**src/hdl/ersa_pkg.sv**
```systemverilog
// ----------------------------------------------------------------------------
// ersa_pkg
// Shared types, codes and widths of the edge restriction scatter-add core.
// ----------------------------------------------------------------------------
`default_nettype none

package ersa_pkg;

  // Field widths
  localparam int NODE_W    = 12;
  localparam int COMP_W    = 2;
  localparam int VALUE_W   = 32;
  localparam int OP_W      = 2;
  localparam int STATUS_W  = 2;
  localparam int NCOUNT_W  = 13;
  localparam int NCOMP_W   = 3;
  localparam int CFG_IDX_W = 1;

  // Stream payload widths, padded to whole bytes
  localparam int IN_BITS   = OP_W + 2 * NODE_W + COMP_W + VALUE_W;
  localparam int IN_DATA_W = ((IN_BITS + 7) / 8) * 8;
  localparam int OUT_BITS  = VALUE_W + STATUS_W;
  localparam int OUT_DATA_W = ((OUT_BITS + 7) / 8) * 8;

  // Parameter defaults
  localparam int DEF_MAX_NODES      = 4096;
  localparam int DEF_MAX_COMPONENTS = 4;

  // Register reset values
  localparam logic [NCOUNT_W-1:0] NODE_COUNT_RST = NCOUNT_W'(4096);
  localparam logic [NCOMP_W-1:0]  COMPONENTS_RST = NCOMP_W'(1);

  // Register indexes
  localparam logic [CFG_IDX_W-1:0] CFG_NODE_COUNT = 1'b0;
  localparam logic [CFG_IDX_W-1:0] CFG_COMPONENTS = 1'b1;

  // Request opcodes
  localparam logic [OP_W-1:0] OP_WRITE = 2'd0;
  localparam logic [OP_W-1:0] OP_ADD   = 2'd1;
  localparam logic [OP_W-1:0] OP_EDGE  = 2'd2;
  localparam logic [OP_W-1:0] OP_READ  = 2'd3;

  // Result status codes
  localparam logic [STATUS_W-1:0] ST_OK    = 2'd0;
  localparam logic [STATUS_W-1:0] ST_RANGE = 2'd1;
  localparam logic [STATUS_W-1:0] ST_EDGE  = 2'd2;
  localparam logic [STATUS_W-1:0] ST_SAT   = 2'd3;

  // What the back end has to do with a classified request
  typedef enum logic [2:0] {
    K_WRITE,
    K_ADD,
    K_EDGE,
    K_READ,
    K_DONE
  } kind_e;

  typedef struct packed {
    kind_e                kind;
    logic [STATUS_W-1:0]  status;
    logic [NODE_W-1:0]    node;
    logic [NODE_W-1:0]    nbr;
    logic [COMP_W-1:0]    comp;
    logic [VALUE_W-1:0]   value;
  } cmd_t;

endpackage

`default_nettype wire

```
**src/hdl/ersa_queue.sv**
```systemverilog
// ----------------------------------------------------------------------------
// ersa_queue
// Two-entry request queue between the classifier and the executing back end.
// ----------------------------------------------------------------------------
`default_nettype none

module ersa_queue (
  input  wire             clk_i,
  input  wire             rst_ni,
  input  wire             push_valid_i,
  output logic            push_ready_o,
  input  ersa_pkg::cmd_t  push_cmd_i,
  output logic            pop_valid_o,
  input  wire             pop_ready_i,
  output ersa_pkg::cmd_t  pop_cmd_o
);

  ersa_pkg::cmd_t slot_q [2];
  logic           wr_ptr_q, rd_ptr_q;
  logic [1:0]     count_q;
  logic           push, pop;

  assign push_ready_o = (count_q != 2'd2);
  assign pop_valid_o  = (count_q != 2'd0);
  assign pop_cmd_o    = slot_q[rd_ptr_q];
  assign push = push_valid_i && push_ready_o;
  assign pop  = pop_valid_o && pop_ready_i;

  always_ff @(posedge clk_i) begin
    if (push) begin
      slot_q[wr_ptr_q] <= push_cmd_i;
    end
  end

  always_ff @(posedge clk_i or negedge rst_ni) begin
    if (!rst_ni) begin
      wr_ptr_q <= 1'b0;
      rd_ptr_q <= 1'b0;
      count_q  <= 2'd0;
    end else begin
      if (push) begin
        wr_ptr_q <= ~wr_ptr_q;
      end
      if (pop) begin
        rd_ptr_q <= ~rd_ptr_q;
      end
      case ({push, pop})
        2'b10:   count_q <= count_q + 2'd1;
        2'b01:   count_q <= count_q - 2'd1;
        default: count_q <= count_q;
      endcase
    end
  end

endmodule

`default_nettype wire

```
**config.mk**
```make
export PLATFORM = sky130hd
export DESIGN_NAME = ersa_queue
export DESIGN_NICKNAME = d
export VERILOG_FILES = /design/src/hdl/ersa_pkg.sv /design/src/hdl/ersa_queue.sv
export SDC_FILE = /design/constraint.sdc
export NUM_CORES = 1
export LEC_CHECK = 0
export BUFFER_PORTS_ARGS = -buffer_cell sky130_fd_sc_hd__buf_2
export CAP_MARGIN = 20
export CORE_ASPECT_RATIO = 0.8
export CORE_UTILIZATION = 55
export DETAILED_ROUTE_END_ITERATION = 8
export HOLD_SLACK_MARGIN = 0.12
export MAX_ROUTING_LAYER = met4
export PLACE_DENSITY = 0.83
export SLEW_MARGIN = 20
export SYNTH_ARGS = -nofsm -noshare
export SYNTH_HDL_FRONTEND = slang
export SYNTH_SLANG_ARGS = --single-unit
```
**constraint.sdc**
```tcl
create_clock -name clk_i -period 8 [get_ports clk_i]
set_input_delay 1.6 -clock clk_i [delete_from_list [all_inputs] [get_ports clk_i]]
set_output_delay 1.6 -clock clk_i [all_outputs]
set_load 0.01 [all_outputs]
```
# Yosys cells after proc, flatten, opt, wreduce, memory -nomap -nowiden
# Memories as Yosys holds them, arrays and structs flattened.
# Index checks and enable logic that the tools add are counted.
[op_classes]
n_addsub = 2
n_eq_ne = 3
muxes = 3
bitwise = 2
reduce_logical = 4
[op_table]
columns = ["op", "n"]
rows = [
  ["2-bit case mux with 2 select lines", 1],
  ["2-bit nonzero test", 2],
  ["2-bit by 1-bit adder with 2-bit output, second input constant", 1],
  ["2-bit by 1-bit == test with 1-bit output, second input constant", 1],
  ["2-bit == test, second input constant", 1],
  ["1-bit logical AND", 2],
  ["1-bit two-way mux", 2],
  ["2-bit != test, second input constant", 1],
  ["1-bit NOT", 2],
  ["2-bit by 1-bit subtractor with 2-bit output, second input constant", 1],
]
[word_totals]
regBits = 4
ramBits = 126
input_bits = 67
wordCells = 18
memories = 1
[mem_list]
columns = ["name", "depth", "width", "read_ports", "rd_clocked_by_memory_dff", "wr", "line_no", "source"]
rows = [
  ["slot_q", 2, 63, 1, 0, 1, "ersa_queue.sv:18", "ersa_pkg::cmd_t slot_q [2];"],
]

# Logic depth before layout (Yosys ltp)
# Gate-level depths: netlist of run 1.
[depth]
depth_word = 4
depth_mapped = 6
mapped_depth_nobuf = 6

# Least setup slack after synthesis of run 1
# No wires, ideal clock.
[synth_path]
kind = "in2reg"
from = "input push_valid_i"
to = "memory slot_q[0][0] in the netlist's numbering (enable)"
arrival_ps = 4331
slack_ps = 3184
cell_stages = 2
n_path_buf = 0
cell_sequence = "nand2_1 > nor2_1"
[synth_via]
elab_chain_cells = 3
[synth_lines]
columns = ["item", "line_no", "source"]
rows = [
  ["start, declared", "ersa_queue.sv:10", "input wire push_valid_i,"],
  ["1-bit logical AND", "ersa_queue.sv:26", "assign push = push_valid_i && push_ready_o;"],
  ["1-bit two-way mux", "ersa_queue.sv:30", "if (push) begin"],
  ["1-bit two-way mux (not written as such)", "ersa_queue.sv:31", "slot_q[wr_ptr_q] <= push_cmd_i;"],
  ["end, declared", "ersa_queue.sv:18", ""],
]
# No other way between the ends.

==> results of run 1 <==
cell type report:
class                      instances  area, um^2  share of cell area
clock buffer                      17         425              0.0665
sequential                       130        3890               0.607
multi-input combinational         76        1030               0.162
timing repair buffer             134         698               0.109
tap                              112         140              0.0219
clock inverter                    14         214              0.0334
flip-flops by register name (all words and copies together), names as in the netlist:
| signal | flops |
|---|---|
| rd_ptr_q | 1 |
| wr_ptr_q | 1 |
| slot_q | 126 |
| count_q | 2 |
power by group through the flow:
stage / logic [mW] / clock network [mW] / registers [mW]
after floorplan: 0.543 / 0 / 0.987
after global placement: 0.654 / 0 / 1.07
after detailed placement: 0.717 / 0 / 1.03
after CTS: 0.723 / 0.835 / 1.02
after global routing: 0.763 / 0.864 / 1.03
final: 0.711 / 0.824 / 1.02
path summary, 6_finish.rpt:
kind,end,slack [ns]
max in group asynchronous,rd_ptr_q,6.86
min in group asynchronous,count_q[0],1.00
worst max-delay path,pop_cmd_o[58],4.39
worst max register to register,slot_q[0][21],5.76
worst min-delay path,count_q[1],0.51
worst min register to register,count_q[1],0.51
cells in the final DEF, fill, tap and decap left out, types with 2 or more instances in the layout:
cell,n
buf_2,131
edfxtp_1,126
mux2_4,59
clkbuf_16,17
bufinv_16,5
mux2_2,4
clkinvlp_4,4
xnor2_1,3
clkinv_4,3
dfrtp_1,3
xor2_1,2
clkinv_1,2
buf_4,2
per-layer routing:
metal / vias to the layer above / share of wire
met5: - / 0
met4: 0 / 0.0089
met3: 9 / 0.070
met2: 107 / 0.50
met1: 1216 / 0.42
li1: 1130 / -
stage by stage:
step	instance area [um^2]	util
2_1_floorplan	4990	-
3_3_place_gp	5730	0.664
3_5_place_dp	5760	0.667
4_1_cts	6400	0.741
5_1_grt	6400	0.741
6_report	6400	0.741
critical path, stage by stage, from the launching register on:
cell and delay (ns):
dfrtp_4 0.73, buf_16 0.32, mux2_2 0.37, buf_2 0.14
logic make-up (layout without fill, tap and decap cells):
group                    Yosys count  after routing  share of synthesized area
XOR/XNOR                           5              5                    0.00878
adder cells (fa/ha/maj)            1              1                    0.00251
buffers and inverters              7            165                     0.0158
flip-flops                       130            130                      0.779
multiplexers                      63             63                      0.187
AND/OR/NAND/NOR                    7              7                    0.00778
==> metrics.cfg, run 1 <==
[run]
cap_viol_max_count = 0

[min_path]
hold_start = count_q[1]
holdPathStages = 1
worstHoldPathType = flop to flop

[finish]
layout-drive-gt1-share = 0.620
finalNonFillerCells = 483
nFillCells = 532
num_antenna_cells = 0
final_net_count = 427
syn_to_final_growth_pct = 28.3

[global_routing]
grt_busiest_layer = met2
grt_max_degree = 45
antenna_found_initial = 0
grt_pass1_wl_um = 12500
grt_use_met2 = 0.310
use_met3 = 0.0606
track_usage = 0.194
grt_overflow = 0
grt_pass1_vias = 2482
grt_use_met1 = 0.229

[routing]
viasPerCell = 5.10
wl_um = 8450
first_pass_iters = 4
vias = 2462
drt-initial-drc-count = 103
ant_nets = 0
wire_per_inst_um = 17.5
drc = 0

[power]
worst_ir_drop_vdd_uv = 249
p_sw_mw = 0.687
p_clk_frac = 0.323
swShare = 0.270
p_int_mw = 1.86
powerDensity_mw_per_mm2 = 398
total_power_mw = 2.55
comb_power_share = 0.279
pwr-share-seq = 0.398
power.leakage_nw = 2.59

[timing]
rsz0062_at_grt = no
hold_violations = 0
fin_tns_setup_ns = 0
finClkSkew_ns = 0.00417
drv_slew = 0
hold-worst-slack_ns = 0.513
slew_headroom = 0.579
layout_setup_ws_ns = 4.39
tightest_slew_ns = 0.632
min_period_over_period = 0.451
layout_min_cycle_time_ns = 3.61
max_clock_freq_mhz = 277
finalSetupViolations = 0

[critical_path]
r2r_cells = 4
startpoint_type = flop
crit_fanout = 41
cp-startpoint = rd_ptr_q
r2r-start = count_q[0]
end_kind = output pin
required_ns = 6.40
cp.arrival_ns = 2.01
crit_type = flop to output pin

[yosys]
yosys_warnings = 0
synth_seq_cells = 130
synth_edf_count = 126
syn_area_mm2 = 0.00499
synth_common_cells = edfxtp_1 (126), mux2_4 (59), buf_6 (7)
synth_most_common_cell = edfxtp_1
netlist.top_cell.by_area = edfxtp_1
postSynthAreaPerCell_um2 = 23.4
syn-num-nets = 281
synth-main-ff-cell = edfxtp_1
synth_area_leaders = edfxtp_1 (76%), mux2_4 (18%), dfrtp_1 (2.0%)
synthCells = 213
yosysSeqAreaShare = 0.779
async_flop_share = 0.0308
netlist-cell-type-count = 14
synth_top_cell_area_share = 0.758

[floorplanning]
initial_core_util = 0.578
io_pins = 132
die_h_um = 87.2
core_area_mm2 = 0.00863
dieArea_mm2 = 0.00946
rows = 30
die_w_um = 108

[clocking]
clockBufferDepth = 2
cts_inserted_buffers = 17
path_clk_slew_ns = 0.05
cts_root_buf = clkbuf_16
htreeDepth = 4
cts_tree = yes
cts.sinks = 130
clkLatencyLatePin_ns = 0.40
postCtsSetupRepairBufs = 0
cts_resized = 0
cts_hold_buffers = 0

[place]
routabilityCongestion = 0.672
portBuffers = 131
placed_cells = 452
dp_slack_ns = 4.66
dp_hpwl_um = 5180

[status]
outcome = finished, final reports clean

No activity file was read; power rests on OpenSTA's default activity.
==> run 2: changes to the inputs <==
--- a/config.mk
+++ b/config.mk
@@ -8,11 +8,11 @@
 export BUFFER_PORTS_ARGS = -buffer_cell sky130_fd_sc_hd__buf_2
 export CAP_MARGIN = 20
 export CORE_ASPECT_RATIO = 0.8
-export CORE_UTILIZATION = 55
+export CORE_UTILIZATION = 47
 export DETAILED_ROUTE_END_ITERATION = 8
 export HOLD_SLACK_MARGIN = 0.12
 export MAX_ROUTING_LAYER = met4
-export PLACE_DENSITY = 0.83
+export PLACE_DENSITY = 0.75
 export SLEW_MARGIN = 20
 export SYNTH_ARGS = -nofsm -noshare
 export SYNTH_HDL_FRONTEND = slang
==> constraint.sdc (replaced) <==
create_clock -name clk_i -period 3 [get_ports clk_i]
set_input_delay 0.6 -clock clk_i [delete_from_list [all_inputs] [get_ports clk_i]]
set_output_delay 0.6 -clock clk_i [all_outputs]
set_load 0.01 [all_outputs]
==> run 2 against run 1 <==
Compared with the run above: sequential share of layout area down 0.18 points; via count down 0.97%; clock skew increased by 0.00095 ns; combinational power rose to 2.7 times the previous value; sequential cell count stayed put; sequential power rose to 2.7 times the previous value; non-clock buffer count up 5; clock power grew 140%; count of clock-buffer cells in the layout grew 10; wire length decreased by 2.0%; global-route usage decreased by 3.2 points; critical endpoint is now pop_cmd_o[61]; largest cell class unchanged.
==> metrics.cfg, run 2 (synthesis gave the netlist of run 1 again) <==
[critical_path]
path_cells = buf_4, mux2_2, buf_2
timing.rr.end = slot_q[1][32]
r2r_slack_ns = 1.23
cpPeakStageDelay_ns = 0.79
end_kind = output pin
cp.arrival_ns = 2.03
startpoint_type = flop
cp-startpoint = rd_ptr_q
required_ns = 2.40
crit_fanout = 29
r2r_cells = 3
r2r-start = count_q[0]
cp_slowest_cell = dfrtp_4
crit_type = flop to output pin

[finish]
nFillCells = 753
final_net_count = 432
regMostFlops = slot_q
multiInputGateArea_mm2 = 0.00103
final_common_cell = buf_2
num_antenna_cells = 0
largest_reg_flops = 126
layout_common_cells = buf_2 (131), edfxtp_1 (126), mux2_4 (59)
top_regs = slot_q: 126 flops, count_q: 2 flops
seq_area_mm2 = 0.00389
layout-drive-gt1-share = 0.613
finalNonFillerCells = 517
syn_to_final_growth_pct = 28.7

[clocking]
htreeDepth = 4
cts_tree = yes
clkLatencyLatePin_ns = 0.40
cts_root_buf = clkbuf_16
cts_inserted_buffers = 17
cts_resized = 0
clockBufferDepth = 2
cts.sinks = 130
path_clk_slew_ns = 0.05

[floorplanning]
core_area_mm2 = 0.0103
die_h_um = 94.1
die_w_um = 117
rows = 33
io_pins = 132
dieArea_mm2 = 0.0110
initial_core_util = 0.485

[routing]
wl_um = 8280
viasPerCell = 4.72
drc = 0
vias = 2438
wire_per_inst_um = 16.0
first_pass_iters = 4
drt-initial-drc-count = 210
ant_nets = 0

[status]
outcome = finished, final reports clean

[timing]
rsz0062_at_grt = no
slew_headroom = 0.616
fin_tns_setup_ns = 0
tightest_slew_ns = 0.577
max_clock_freq_mhz = 380
finalSetupViolations = 0
hold_violations = 0
finClkSkew_ns = 0.00512
min_period_over_period = 0.878
layout_min_cycle_time_ns = 2.63
drv_slew = 0

[min_path]
holdPathStages = 1
min_to = slot_q[1][0]
hold_start = push_cmd_i[0]
worstHoldPathType = input pin to flop

[power]
powerDensity_mw_per_mm2 = 1030
worst_ir_drop_vdd_uv = 685
power.leakage_nw = 2.61

[global_routing]
grt_max_degree = 34
grt_overflow = 0
antenna_found_initial = 0
grt_pass1_wl_um = 12100
grt_pass1_vias = 2406
track_usage = 0.162

[place]
dp_hpwl_um = 5540
portBuffers = 131
placed_cells = 484
routabilityCongestion = 0.713

[run]
cap_viol_max_count = 0

[run 2: changes by cell type in the layout (fill, tap and decap cells not counted), sizes merged]
cell / before / now
clkinvlp: 4 / 0
clkinv: 5 / 3
bufinv: 5 / 2
dlygate4sd3: 0 / 1
buf: 134 / 138
clkbuf: 17 / 27
[run 2: layout make-up]
cell class	count	area share
repair buffers	139	0.116
clock inverters	5	0.0117
multi-input cells	76	0.161
well taps	140	0.0273
flip-flops and latches	130	0.606
clock buffers	27	0.0784
[run 2: worst max path at each step]
stage / to / slack [ns] / depth (start not counted)
after floorplan: slot_q[0][0] / 0.23 / 3
after global placement: pop_cmd_o[58] / 0.78 / 3
after detailed placement: pop_cmd_o[61] / 0.77 / 3
after CTS: pop_cmd_o[61] / 0.33 / 3
after global routing: pop_cmd_o[61] / 0.26 / 3
final: pop_cmd_o[61] / 0.37 / 3
[run 2: stage by stage]
stage / area (um^2) / hold WS [ns] / power (mW) / utilization / setup slack [ns]
CTS: 6420 / 0.362 / 6.68 / 0.624 / 0.327
global placement: 5830 / 0.406 / 4.65 / 0.567 / 0.780
detailed placement: 5830 / 0.410 / 4.70 / 0.567 / 0.772
global route: 6420 / 0.362 / 6.91 / 0.624 / 0.262
finish: 6420 / 0.383 / 6.59 / 0.624 / 0.365
floorplan: 4990 / 0.304 / 4.07 / - / 0.227
[run 2: power breakdown]
group / switching (mW) / total (mW) / internal, mW
Combinational: 0.876 / 1.91 / 1.04
Sequential: 0.221 / 2.71 / 2.49
Clock: 0.663 / 1.97 / 1.31
[run 2: what timing repair did]
| item | 4_1_cts | 5_1_grt |
|---|---|---|
| setup buffers | 0 | 0 |
| hold endpoints to repair | 4 | 0 |
| hold buffers | 1 | 0 |
[run 2: routing by layer]
| metal | global-route usage | vias up | wire (um) |
|---|---|---|---|
| met4 | 0.0538 | 0 | 68 |
| li1 | - | 1146 | - |
| met1 | 0.200 | 1169 | 3730 |
| met5 | - | - | 0 |
| met2 | 0.234 | 115 | 3840 |
| met3 | 0.0781 | 8 | 646 |
[run 2: critical path: cells and delay by family, from the launching register on]
family   cells  cell delay [ns]
buf+inv      2             0.47
flops        1             0.79
mux          1             0.36
