**config.mk**
```make
export PLATFORM = sky130hd
export DESIGN_NAME = ersa_front
export DESIGN_NICKNAME = d
export VERILOG_FILES = /design/src/hdl/ersa_pkg.sv /design/src/hdl/ersa_front.sv
export SDC_FILE = /design/constraint.sdc
export NUM_CORES = 1
export LEC_CHECK = 0
export ABC_CLOCK_PERIOD_IN_PS = 3800
export BUFFER_PORTS_ARGS = -buffer_cell sky130_fd_sc_hd__buf_2
export CORE_ASPECT_RATIO = 0.75
export CORE_UTILIZATION = 35
export CTS_CLUSTER_DIAMETER = 60
export CTS_CLUSTER_SIZE = 40
export DETAILED_ROUTE_END_ITERATION = 10
export HOLD_SLACK_MARGIN = 0.06
export PLACE_DENSITY = 0.67
export SYNTH_ARGS = -nofsm -noshare
export SYNTH_HDL_FRONTEND = slang
export SYNTH_SLANG_ARGS = --single-unit
```
**constraint.sdc**
```tcl
create_clock -name clk_i -period 3.8 [get_ports clk_i]
set_input_delay 0.19 -clock clk_i [delete_from_list [all_inputs] [get_ports clk_i]]
set_output_delay 0.19 -clock clk_i [all_outputs]
set_load 0.02 [all_outputs]
```
**src/hdl/ersa_pkg.sv**
```systemverilog
// ----------------------------------------------------------------------------
// ersa_pkg
// Shared types, codes and widths of the edge restriction scatter-add core.
// ----------------------------------------------------------------------------
`default_nettype none

package ersa_pkg;

  // Field widths
  localparam int NODE_W    = 12;
  localparam int COMP_W    = 2;
  localparam int VALUE_W   = 32;
  localparam int OP_W      = 2;
  localparam int STATUS_W  = 2;
  localparam int NCOUNT_W  = 13;
  localparam int NCOMP_W   = 3;
  localparam int CFG_IDX_W = 1;

  // Stream payload widths, padded to whole bytes
  localparam int IN_BITS   = OP_W + 2 * NODE_W + COMP_W + VALUE_W;
  localparam int IN_DATA_W = ((IN_BITS + 7) / 8) * 8;
  localparam int OUT_BITS  = VALUE_W + STATUS_W;
  localparam int OUT_DATA_W = ((OUT_BITS + 7) / 8) * 8;

  // Parameter defaults
  localparam int DEF_MAX_NODES      = 4096;
  localparam int DEF_MAX_COMPONENTS = 4;

  // Register reset values
  localparam logic [NCOUNT_W-1:0] NODE_COUNT_RST = NCOUNT_W'(4096);
  localparam logic [NCOMP_W-1:0]  COMPONENTS_RST = NCOMP_W'(1);

  // Register indexes
  localparam logic [CFG_IDX_W-1:0] CFG_NODE_COUNT = 1'b0;
  localparam logic [CFG_IDX_W-1:0] CFG_COMPONENTS = 1'b1;

  // Request opcodes
  localparam logic [OP_W-1:0] OP_WRITE = 2'd0;
  localparam logic [OP_W-1:0] OP_ADD   = 2'd1;
  localparam logic [OP_W-1:0] OP_EDGE  = 2'd2;
  localparam logic [OP_W-1:0] OP_READ  = 2'd3;

  // Result status codes
  localparam logic [STATUS_W-1:0] ST_OK    = 2'd0;
  localparam logic [STATUS_W-1:0] ST_RANGE = 2'd1;
  localparam logic [STATUS_W-1:0] ST_EDGE  = 2'd2;
  localparam logic [STATUS_W-1:0] ST_SAT   = 2'd3;

  // What the back end has to do with a classified request
  typedef enum logic [2:0] {
    K_WRITE,
    K_ADD,
    K_EDGE,
    K_READ,
    K_DONE
  } kind_e;

  typedef struct packed {
    kind_e                kind;
    logic [STATUS_W-1:0]  status;
    logic [NODE_W-1:0]    node;
    logic [NODE_W-1:0]    nbr;
    logic [COMP_W-1:0]    comp;
    logic [VALUE_W-1:0]   value;
  } cmd_t;

endpackage

`default_nettype wire

```
**src/hdl/ersa_front.sv**
```systemverilog
// ----------------------------------------------------------------------------
// ersa_front
// Holds the configuration registers and classifies incoming requests:
// range check, edge order check, halving of edge values.
// ----------------------------------------------------------------------------
`default_nettype none

module ersa_front #(
  parameter int MAX_NODES      = ersa_pkg::DEF_MAX_NODES,
  parameter int MAX_COMPONENTS = ersa_pkg::DEF_MAX_COMPONENTS
) (
  input  wire                                clk_i,
  input  wire                                rst_ni,
  input  wire                                cfg_valid_i,
  input  wire  [ersa_pkg::CFG_IDX_W-1:0]     cfg_index_i,
  input  wire  [ersa_pkg::NCOUNT_W-1:0]      cfg_data_i,
  input  wire  [ersa_pkg::OP_W-1:0]          op_i,
  input  wire  [ersa_pkg::NODE_W-1:0]        node_i,
  input  wire  [ersa_pkg::NODE_W-1:0]        nbr_i,
  input  wire  [ersa_pkg::COMP_W-1:0]        comp_i,
  input  wire  [ersa_pkg::VALUE_W-1:0]       value_i,
  output ersa_pkg::cmd_t                     cmd_o
);

  logic [ersa_pkg::NCOUNT_W-1:0] node_count_q;
  logic [ersa_pkg::NCOMP_W-1:0]  components_q;

  always_ff @(posedge clk_i or negedge rst_ni) begin
    if (!rst_ni) begin
      node_count_q <= ersa_pkg::NODE_COUNT_RST;
      components_q <= ersa_pkg::COMPONENTS_RST;
    end else if (cfg_valid_i) begin
      unique case (cfg_index_i)
        ersa_pkg::CFG_NODE_COUNT: node_count_q <= cfg_data_i;
        ersa_pkg::CFG_COMPONENTS: components_q <= cfg_data_i[ersa_pkg::NCOMP_W-1:0];
        default: ;
      endcase
    end
  end

  logic node_ok, nbr_ok, comp_ok, range_bad, is_edge;

  // Effective limits are the smaller of register and build size
  assign node_ok = (ersa_pkg::NCOUNT_W'(node_i) < node_count_q) &&
                   (32'(node_i) < MAX_NODES);
  assign nbr_ok  = (ersa_pkg::NCOUNT_W'(nbr_i) < node_count_q) &&
                   (32'(nbr_i) < MAX_NODES);
  assign comp_ok = (ersa_pkg::NCOMP_W'(comp_i) < components_q) &&
                   (32'(comp_i) < MAX_COMPONENTS);
  assign is_edge = (op_i == ersa_pkg::OP_EDGE);
  assign range_bad = !node_ok || !comp_ok || (is_edge && !nbr_ok);

  always_comb begin
    cmd_o.node   = node_i;
    cmd_o.nbr    = nbr_i;
    cmd_o.comp   = comp_i;
    cmd_o.status = ersa_pkg::ST_OK;
    // Half of an edge value: arithmetic shift, rounds toward minus infinity
    cmd_o.value  = is_edge ? {value_i[ersa_pkg::VALUE_W-1], value_i[ersa_pkg::VALUE_W-1:1]}
                           : value_i;
    cmd_o.kind   = ersa_pkg::K_DONE;
    if (range_bad) begin
      cmd_o.status = ersa_pkg::ST_RANGE;
    end else if (is_edge && (node_i >= nbr_i)) begin
      cmd_o.status = ersa_pkg::ST_EDGE;
    end else begin
      unique case (op_i)
        ersa_pkg::OP_WRITE: cmd_o.kind = ersa_pkg::K_WRITE;
        ersa_pkg::OP_ADD:   cmd_o.kind = ersa_pkg::K_ADD;
        ersa_pkg::OP_EDGE:  cmd_o.kind = ersa_pkg::K_EDGE;
        ersa_pkg::OP_READ:  cmd_o.kind = ersa_pkg::K_READ;
        default:            cmd_o.kind = ersa_pkg::K_DONE;
      endcase
    end
  end

endmodule

`default_nettype wire

```
; Yosys cells after proc, flatten, opt, wreduce, memory -nomap -nowiden
; Cells that the tools add are included.
[totals]
regBits = 16
output_inout_bits = 63
in_bits = 77
[classes]
mux = 6
bitwise = 1
reduce_logical = 10
eq_ne = 3
order_cmp = 4
[op_table]
columns = cell, count
row1 = 31-bit 2-to-1 mux, 1
row2 = 12-bit by 13-bit < comparator with 1-bit output, 2
row3 = 12-bit greater-or-equal comparator, 1
row4 = 3-bit one-hot mux with 4 select lines, 1
row5 = 3-bit 2-to-1 mux, 2
row6 = 2-bit == test (second input constant), 2
row7 = 2-bit 2-to-1 mux, 2
row8 = 2-bit AND reduction, 2
row9 = 1-bit logical NOT, 3
row10 = 2-bit by 3-bit < comparator with 1-bit output, 1
row11 = 2-bit by 1-bit == test with 1-bit output (second input constant), 1
row12 = 1-bit logical AND, 2
row13 = 2-bit logical NOT, 1
row14 = 1-bit logical OR, 2
row15 = 1-bit NOT, 1

; Depth between registers and ports, before layout
; Gate-level depths: netlist (run 1).
[depth]
depth_word = 5
depth_mapped = 8
depth_no_buf = 8

; Worst setup path after synthesis (run 1)
; OpenSTA, ideal clock, no wires.
[synth_timing]
path_type = reg2out
from = reg node_count_q[1] (netlist bit)
to = out cmd_o[61] (netlist bit)
stages_incl_launch_ff = 9
path_slack_ps = 1424
required_time_ps = 3610
n_path_buf = 0
t_arrival_ps = 2186
cell_sequence = dfrtp_1 > inv_1 > ha_1 > o211ai_2 > a21oi_1 > a2111oi_1 > o22ai_1 > or3b_4 > nor3_1
[synth_rtl]
columns = item, line
row1 = "start, declared", ersa_front.sv:25  ; logic [ersa_pkg::NCOUNT_W-1:0] node_count_q;
row2 = "start signal, assigned", ersa_front.sv:30  ; node_count_q <= ersa_pkg::NODE_COUNT_RST;
row3 = "start signal, assigned", ersa_front.sv:34  ; ersa_pkg::CFG_NODE_COUNT: node_count_q <= cfg_data_i;
row4 = "end, declared", ersa_front.sv:22  ; output ersa_pkg::cmd_t cmd_o

==> out/results.ini, run 1 <==
[worst_setup_path]
reg2reg_slack_ps=3020
worstPathRequired_ps=3610
worstRegToRegCells=1
crit_type=reg2out
critPathLaunch=node_count_q[1]
cp-start-kind=flop
crit_path_end_kind=primary output
worstReg2RegStart=node_count_q[0]
cp_max_fo=5
cp.arrival_ps=2720
rr_endpoint=node_count_q[0]

[synth]
synth_area_sq_um=2040
ys_ff_latch=16
synth_cells=226
yosysSeqAreaShare_pct=19.8
syn_nets=338
yosysTopAreaCellShare_pct=21.5
yosysTopAreaCell=ha_1
yosysWarnings=0
avgSynthCellArea_sq_um=9.02
ys_types=33
synth_area_leaders=ha_1 (21%), mux2_2 (20%), dfrtp_1 (17%)

[timing]
relSlewSlack_pct=71.8
clock.fmax_mhz=344
worst_pin_slew_ps=421
post-route-period-util_pct=76.6
worst_clock_skew_ps=0
slew_viol_final=0
grt_setup_unrepaired=false
setup_tns_ps=0
setup_viol=0
hold_viol=0
period_minus_slack_ps=2910

[floorplanning]
die_h_microns=68.1
core-area_sq_um=5470
die_w_microns=90.1
dieArea_sq_um=6140
start_util_pct=37.3
rows=23
io_pins=140

[final_layout]
layout-drive-gt1-share_pct=55.5
synthToLayoutAreaGrowth_pct=30.7
fillerInstances=583
antennaDiodeCount=0
post-route-util_pct=48.7
final_cell_area_sq_um=2660
nets=450

[placement]
dp_hpwl_microns=4910
gp_congestion=0.769
place_area_sq_um=2600
port_buffers=139

[min_path]
holdPathEnd=node_count_q[8]
min_delay_path_depth=3
hold_class=in2reg
min-delay-start=cfg_data_i[8]

[drt]
drtAntennaViolNets=0
drc=0
drt_iter0_markers=48
wl_microns=5680
routedWlPerCell_microns=13.8
vias_per_cell=4.71
vias=1941
drtPass1Iterations=4

[clock_network]
cts_tree=yes
htree_levels=1
cts.clk_slew.worst_paths_ps=70
clk_latency_ps=250
clock_sinks=16
clockBufferDepth=2
cts.root.buffer_cell=clkbuf_8
cts_buffers=3

[global_routing]
overflow=0
grt_use_total_pct=18.3
grt_pass1_wl_microns=8870
antenna_found_initial=0
grt_pass1_vias=1695
grt_max_degree=36

[power]
peakVddDrop_v=0.000145
leakagePower_nw=1.46
power_density_nw_per_um2=277

[outcome]
status=finished, final reports clean

[flow_run]
maxCapViolCount=0

stage by stage:
stage	instances	total power, mW	hold WS [ps]	setup slack (ps)
floorplan	226	0.467	-106	1420
CTS	412	0.745	135	889
global route	412	0.791	155	764
global placement	407	0.578	130	1240
detailed placement	407	0.586	130	1220
finish	412	0.739	140	891
worst max path at each step:
stage / slack, ps / endpoint
floorplan: 1420 / cmd_o[61]
global placement: 1240 / cmd_o[62]
detailed placement: 1220 / cmd_o[62]
CTS: 890 / cmd_o[62]
global route: 760 / cmd_o[62]
finish: 890 / cmd_o[62]
cells in the final DEF (no fill, tap or decap), types with 6 or more instances in the layout:
master / n
o21ai_0: 15
nor2_1: 6
nand2_1: 14
a21oi_1: 10
inv_1: 25
dfrtp_1: 14
mux2_2: 36
ha_1: 35
buf_2: 139
cell type report:
cell class | count | area (sq um) | share of cell area [%]
clock buffers | 4 | 55.1 | 2.07
inverters | 25 | 93.8 | 3.52
well taps | 75 | 93.8 | 3.52
multi-input cells | 150 | 1300 | 48.7
flip-flops and latches | 16 | 403 | 15.1
repair buffers | 142 | 721 | 27.1
critical path, cell delays in order, from the launching register on:
cell	delay (ps)
dfrtp_1	360
inv_1	90
ha_1	260
o211ai_2	170
a21oi_1	60
a2111oi_1	400
o22ai_1	150
or3b_4	440
or3_1	370
buf_2	170
metal layers:
metal	up-vias	global-route usage, %	routed length, microns
li1	999	-	-
met1	870	27.1	2880
met2	64	28.5	2400
met3	8	2.44	329
met4	0	3.63	61
met5	-	0	0
synth_stat cells:
master	number
nand2b_1	4
mux2_2	36
o211ai_1	1
buf_4	28
a2111oi_0	1
nand4_1	2
or3b_4	1
or3_1	1
nor2_1	6
nand4b_1	2
o32ai_1	1
o21ai_0	15
inv_1	25
nand3_1	1
nand2_1	14
nor2b_1	1
a2111oi_1	1
a21o_1	4
o22ai_1	1
o21a_1	1
o2111ai_1	1
clkbuf_1	6
buf_6	1
dfstp_2	2
a21oi_1	10
nor4_1	1
o211ai_2	1
ha_1	35
nor3_1	3
a211oi_1	4
a21o_2	1
o21ba_2	1
dfrtp_1	14
sequential cells by signal (all words and copies together), names as in the netlist:
name          flops
node_count_q     13
components_q      3
where the power goes:
group	leakage, nW	internal (mW)	total (mW)	switching, mW
Sequential	0.192	0.195	0.205	0.00923
Clock	0.0288	0.0920	0.154	0.0620
Combinational	1.24	0.164	0.381	0.216
Total	1.46	0.451	0.739	0.288
repair_timing:
item,4_1_cts,5_1_grt
endpoints found under the hold margin,14,0
setup buffers,0,0
hold buffers,1,0
resized for setup,0,0
kinds of logic after synthesis:
kind of cell,count (synthesis),share of synthesized area [%]
AO/OA/AOI/OAI,43,13.4
adder cells (fa/ha/maj),35,21.5
flip-flops,16,19.8
multiplexers,36,19.9
AND/OR/NAND/NOR,36,8.84
buffers and inverters,60,16.6
(Power assumes the default switching activity.)
==> inputs of run 2 (changes only) <==
- ABC_CLOCK_PERIOD_IN_PS: 3800 -> 2500
- PLACE_DENSITY: 0.67 -> 0.69
- clock period: 3.8 -> 2.5 ns (I/O delays scaled with it)
==> out/results.ini, run 2 (synthesis gave the netlist of run 1 again) <==
[drt]
vias=1963  ; +1.1%
vias_per_cell=4.72  ; +0.16%
routedWlPerCell_microns=13.4  ; -3.0%
drtPass1Iterations=4  ; unchanged
wl_microns=5560  ; -2.1%
drc=0  ; unchanged
drt_iter0_markers=55  ; +15%
drtAntennaViolNets=0  ; unchanged

[power]
leakagePower_nw=1.49  ; +1.6%
power_density_nw_per_um2=413  ; +49%
peakVddDrop_v=0.000156  ; +7.5%

[worst_setup_path]
crit_path_end_kind=primary output
worstRegToRegCells=1  ; unchanged
rr_endpoint=node_count_q[0]
path_cells=inv_2 > ha_1 > a21o_2 > a211oi_2 > o22ai_1 > or3b_4 > buf_6 > nor3_2 > buf_4
reg2reg_slack_ps=1690  ; -1330 ps
cp.arrival_ps=2350  ; -370 ps
critPathCapture=cmd_o[61]
worstPathRequired_ps=2380  ; -1230 ps
worstReg2RegStart=node_count_q[0]
critPathLaunch=node_count_q[10]
cpMaxStageDelayCell=or3b_4
crit_type=reg2out
cp_max_fo=4  ; -1
cp-start-kind=flop
max_stage_delay_ps=400  ; -40 ps

[timing]
worst_pin_slew_ps=602  ; +181 ps
slew_viol_final=0  ; unchanged
setup_ws_ps=22.0  ; -869 ps
hold_viol=0  ; unchanged
setup_viol=0  ; unchanged
period_minus_slack_ps=2480
relSlewSlack_pct=59.8  ; -12 points
worst_clock_skew_ps=0  ; unchanged
post-route-period-util_pct=99.1
holdWs_ps=79.1  ; -60.8 ps
clock.fmax_mhz=404
grt_setup_unrepaired=true
setup_tns_ps=0  ; unchanged

[global_routing]
grt_max_degree=34  ; -5.6%
grt_use_total_pct=17.8  ; -0.53 points
overflow=0  ; unchanged
antenna_found_initial=0  ; unchanged
grt_pass1_wl_microns=8660  ; -2.3%
grt_pass1_vias=1852  ; +9.3%

[final_layout]
largest_reg_flops=13  ; unchanged
top_register=node_count_q
post-route-util_pct=51.2  ; +2.4 points
final_common_cell=buf_2
largestRegisters=node_count_q x13, components_q x3
synthToLayoutAreaGrowth_pct=37.3
layout_common_cells=buf_2 (135), mux2_2 (36), ha_1 (31)
layout-drive-gt1-share_pct=60.4  ; +4.9 points
fillerInstances=547  ; -6.2%
antennaDiodeCount=0  ; unchanged
nets=454  ; +0.89%

[floorplanning]
start_util_pct=37.3  ; unchanged
dieArea_sq_um=6140  ; unchanged
die_w_microns=90.1  ; unchanged
io_pins=140  ; unchanged
core-area_sq_um=5470  ; unchanged
rows=23  ; unchanged
die_h_microns=68.1  ; unchanged

[clock_network]
htree_levels=1  ; unchanged
cts_tree=yes
cts_setup_buffers=0  ; unchanged
cts.root.buffer_cell=clkbuf_8
clock_sinks=16  ; unchanged
clockBufferDepth=2  ; unchanged
cts.clk_slew.worst_paths_ps=60  ; about the same
cts_buffers=3  ; unchanged
clk_latency_ps=240  ; about the same

[placement]
gp_congestion=0.811  ; +5.4%
dp_hpwl_microns=4740  ; -3.5%
port_buffers=139  ; unchanged
dp_slack_ps=32.8  ; -1190 ps

[outcome]
status=finished, final reports clean

[min_path]
hold_class=in2reg

[flow_run]
maxCapViolCount=0  ; unchanged

-- run 2: how the worst min path moves through the flow --
stage	endpoint	depth (start not counted)	start	slack, ps
finish	node_count_q[4]	3	cfg_data_i[4]	80
global route	node_count_q[4]	3	cfg_data_i[4]	80
CTS	node_count_q[4]	3	cfg_data_i[4]	70
detailed placement	node_count_q[11]	1	rst_ni	60
global placement	node_count_q[11]	1	rst_ni	60
floorplan	components_q[1]	0	rst_ni	-170
-- run 2: layer usage --
| layer | vias to the layer above | GRT usage [%] | part of all wire (%) |
|---|---|---|---|
| li1 | 1008 | - | - |
| met1 | 890 | 23.1 | 48 |
| met2 | 59 | 31.6 | 47 |
| met3 | 6 | 3.22 | 4.2 |
| met4 | 0 | 3.23 | 0.79 |
| met5 | - | 0 | 0 |
-- run 2: layout make-up --
| cell class | count | area (sq um) | share of cell area (%) |
|---|---|---|---|
| inverter | 25 | 93.8 | 3.35 |
| timing repair buffer | 146 | 772 | 27.6 |
| clock buffer | 4 | 45.0 | 1.61 |
| tap | 75 | 93.8 | 3.35 |
| multi-input combinational | 150 | 1390 | 49.7 |
| sequential | 16 | 403 | 14.4 |
-- run 2: power by group --
group / leakage (nW) / switching (mW) / internal, mW / total, mW
Clock: 0.0228 / 0.0855 / 0.113 / 0.198
Sequential: 0.192 / 0.0162 / 0.297 / 0.314
Combinational: 1.27 / 0.345 / 0.300 / 0.645
-- run 2: what timing repair did --
| action | in CTS | in global routing |
|---|---|---|
| pin swaps | 10 | 1 |
| endpoints found under the hold margin | 14 | 0 |
| resized for setup | 21 | 3 |
| setup endpoints to repair | 5 | 4 |
| hold buffers | 1 | 0 |
-- run 2: stage by stage --
stage / total power, mW / area, sq um / instances
after floorplan: 0.710 / 2040 / 226
after CTS: 1.17 / 2780 / 416
final: 1.16 / 2800 / 416
after global placement: 0.888 / 2630 / 411
after detailed placement: 0.902 / 2630 / 411
after global routing: 1.25 / 2800 / 416
-- run 2: critical path, delay by kind of cell, from the launching register on --
family          cells  cell delay (ps)
compound gates      3              530
buf+inv             3              380
fa+ha+maj           1              250
flops               1              370
simple gates        2              580
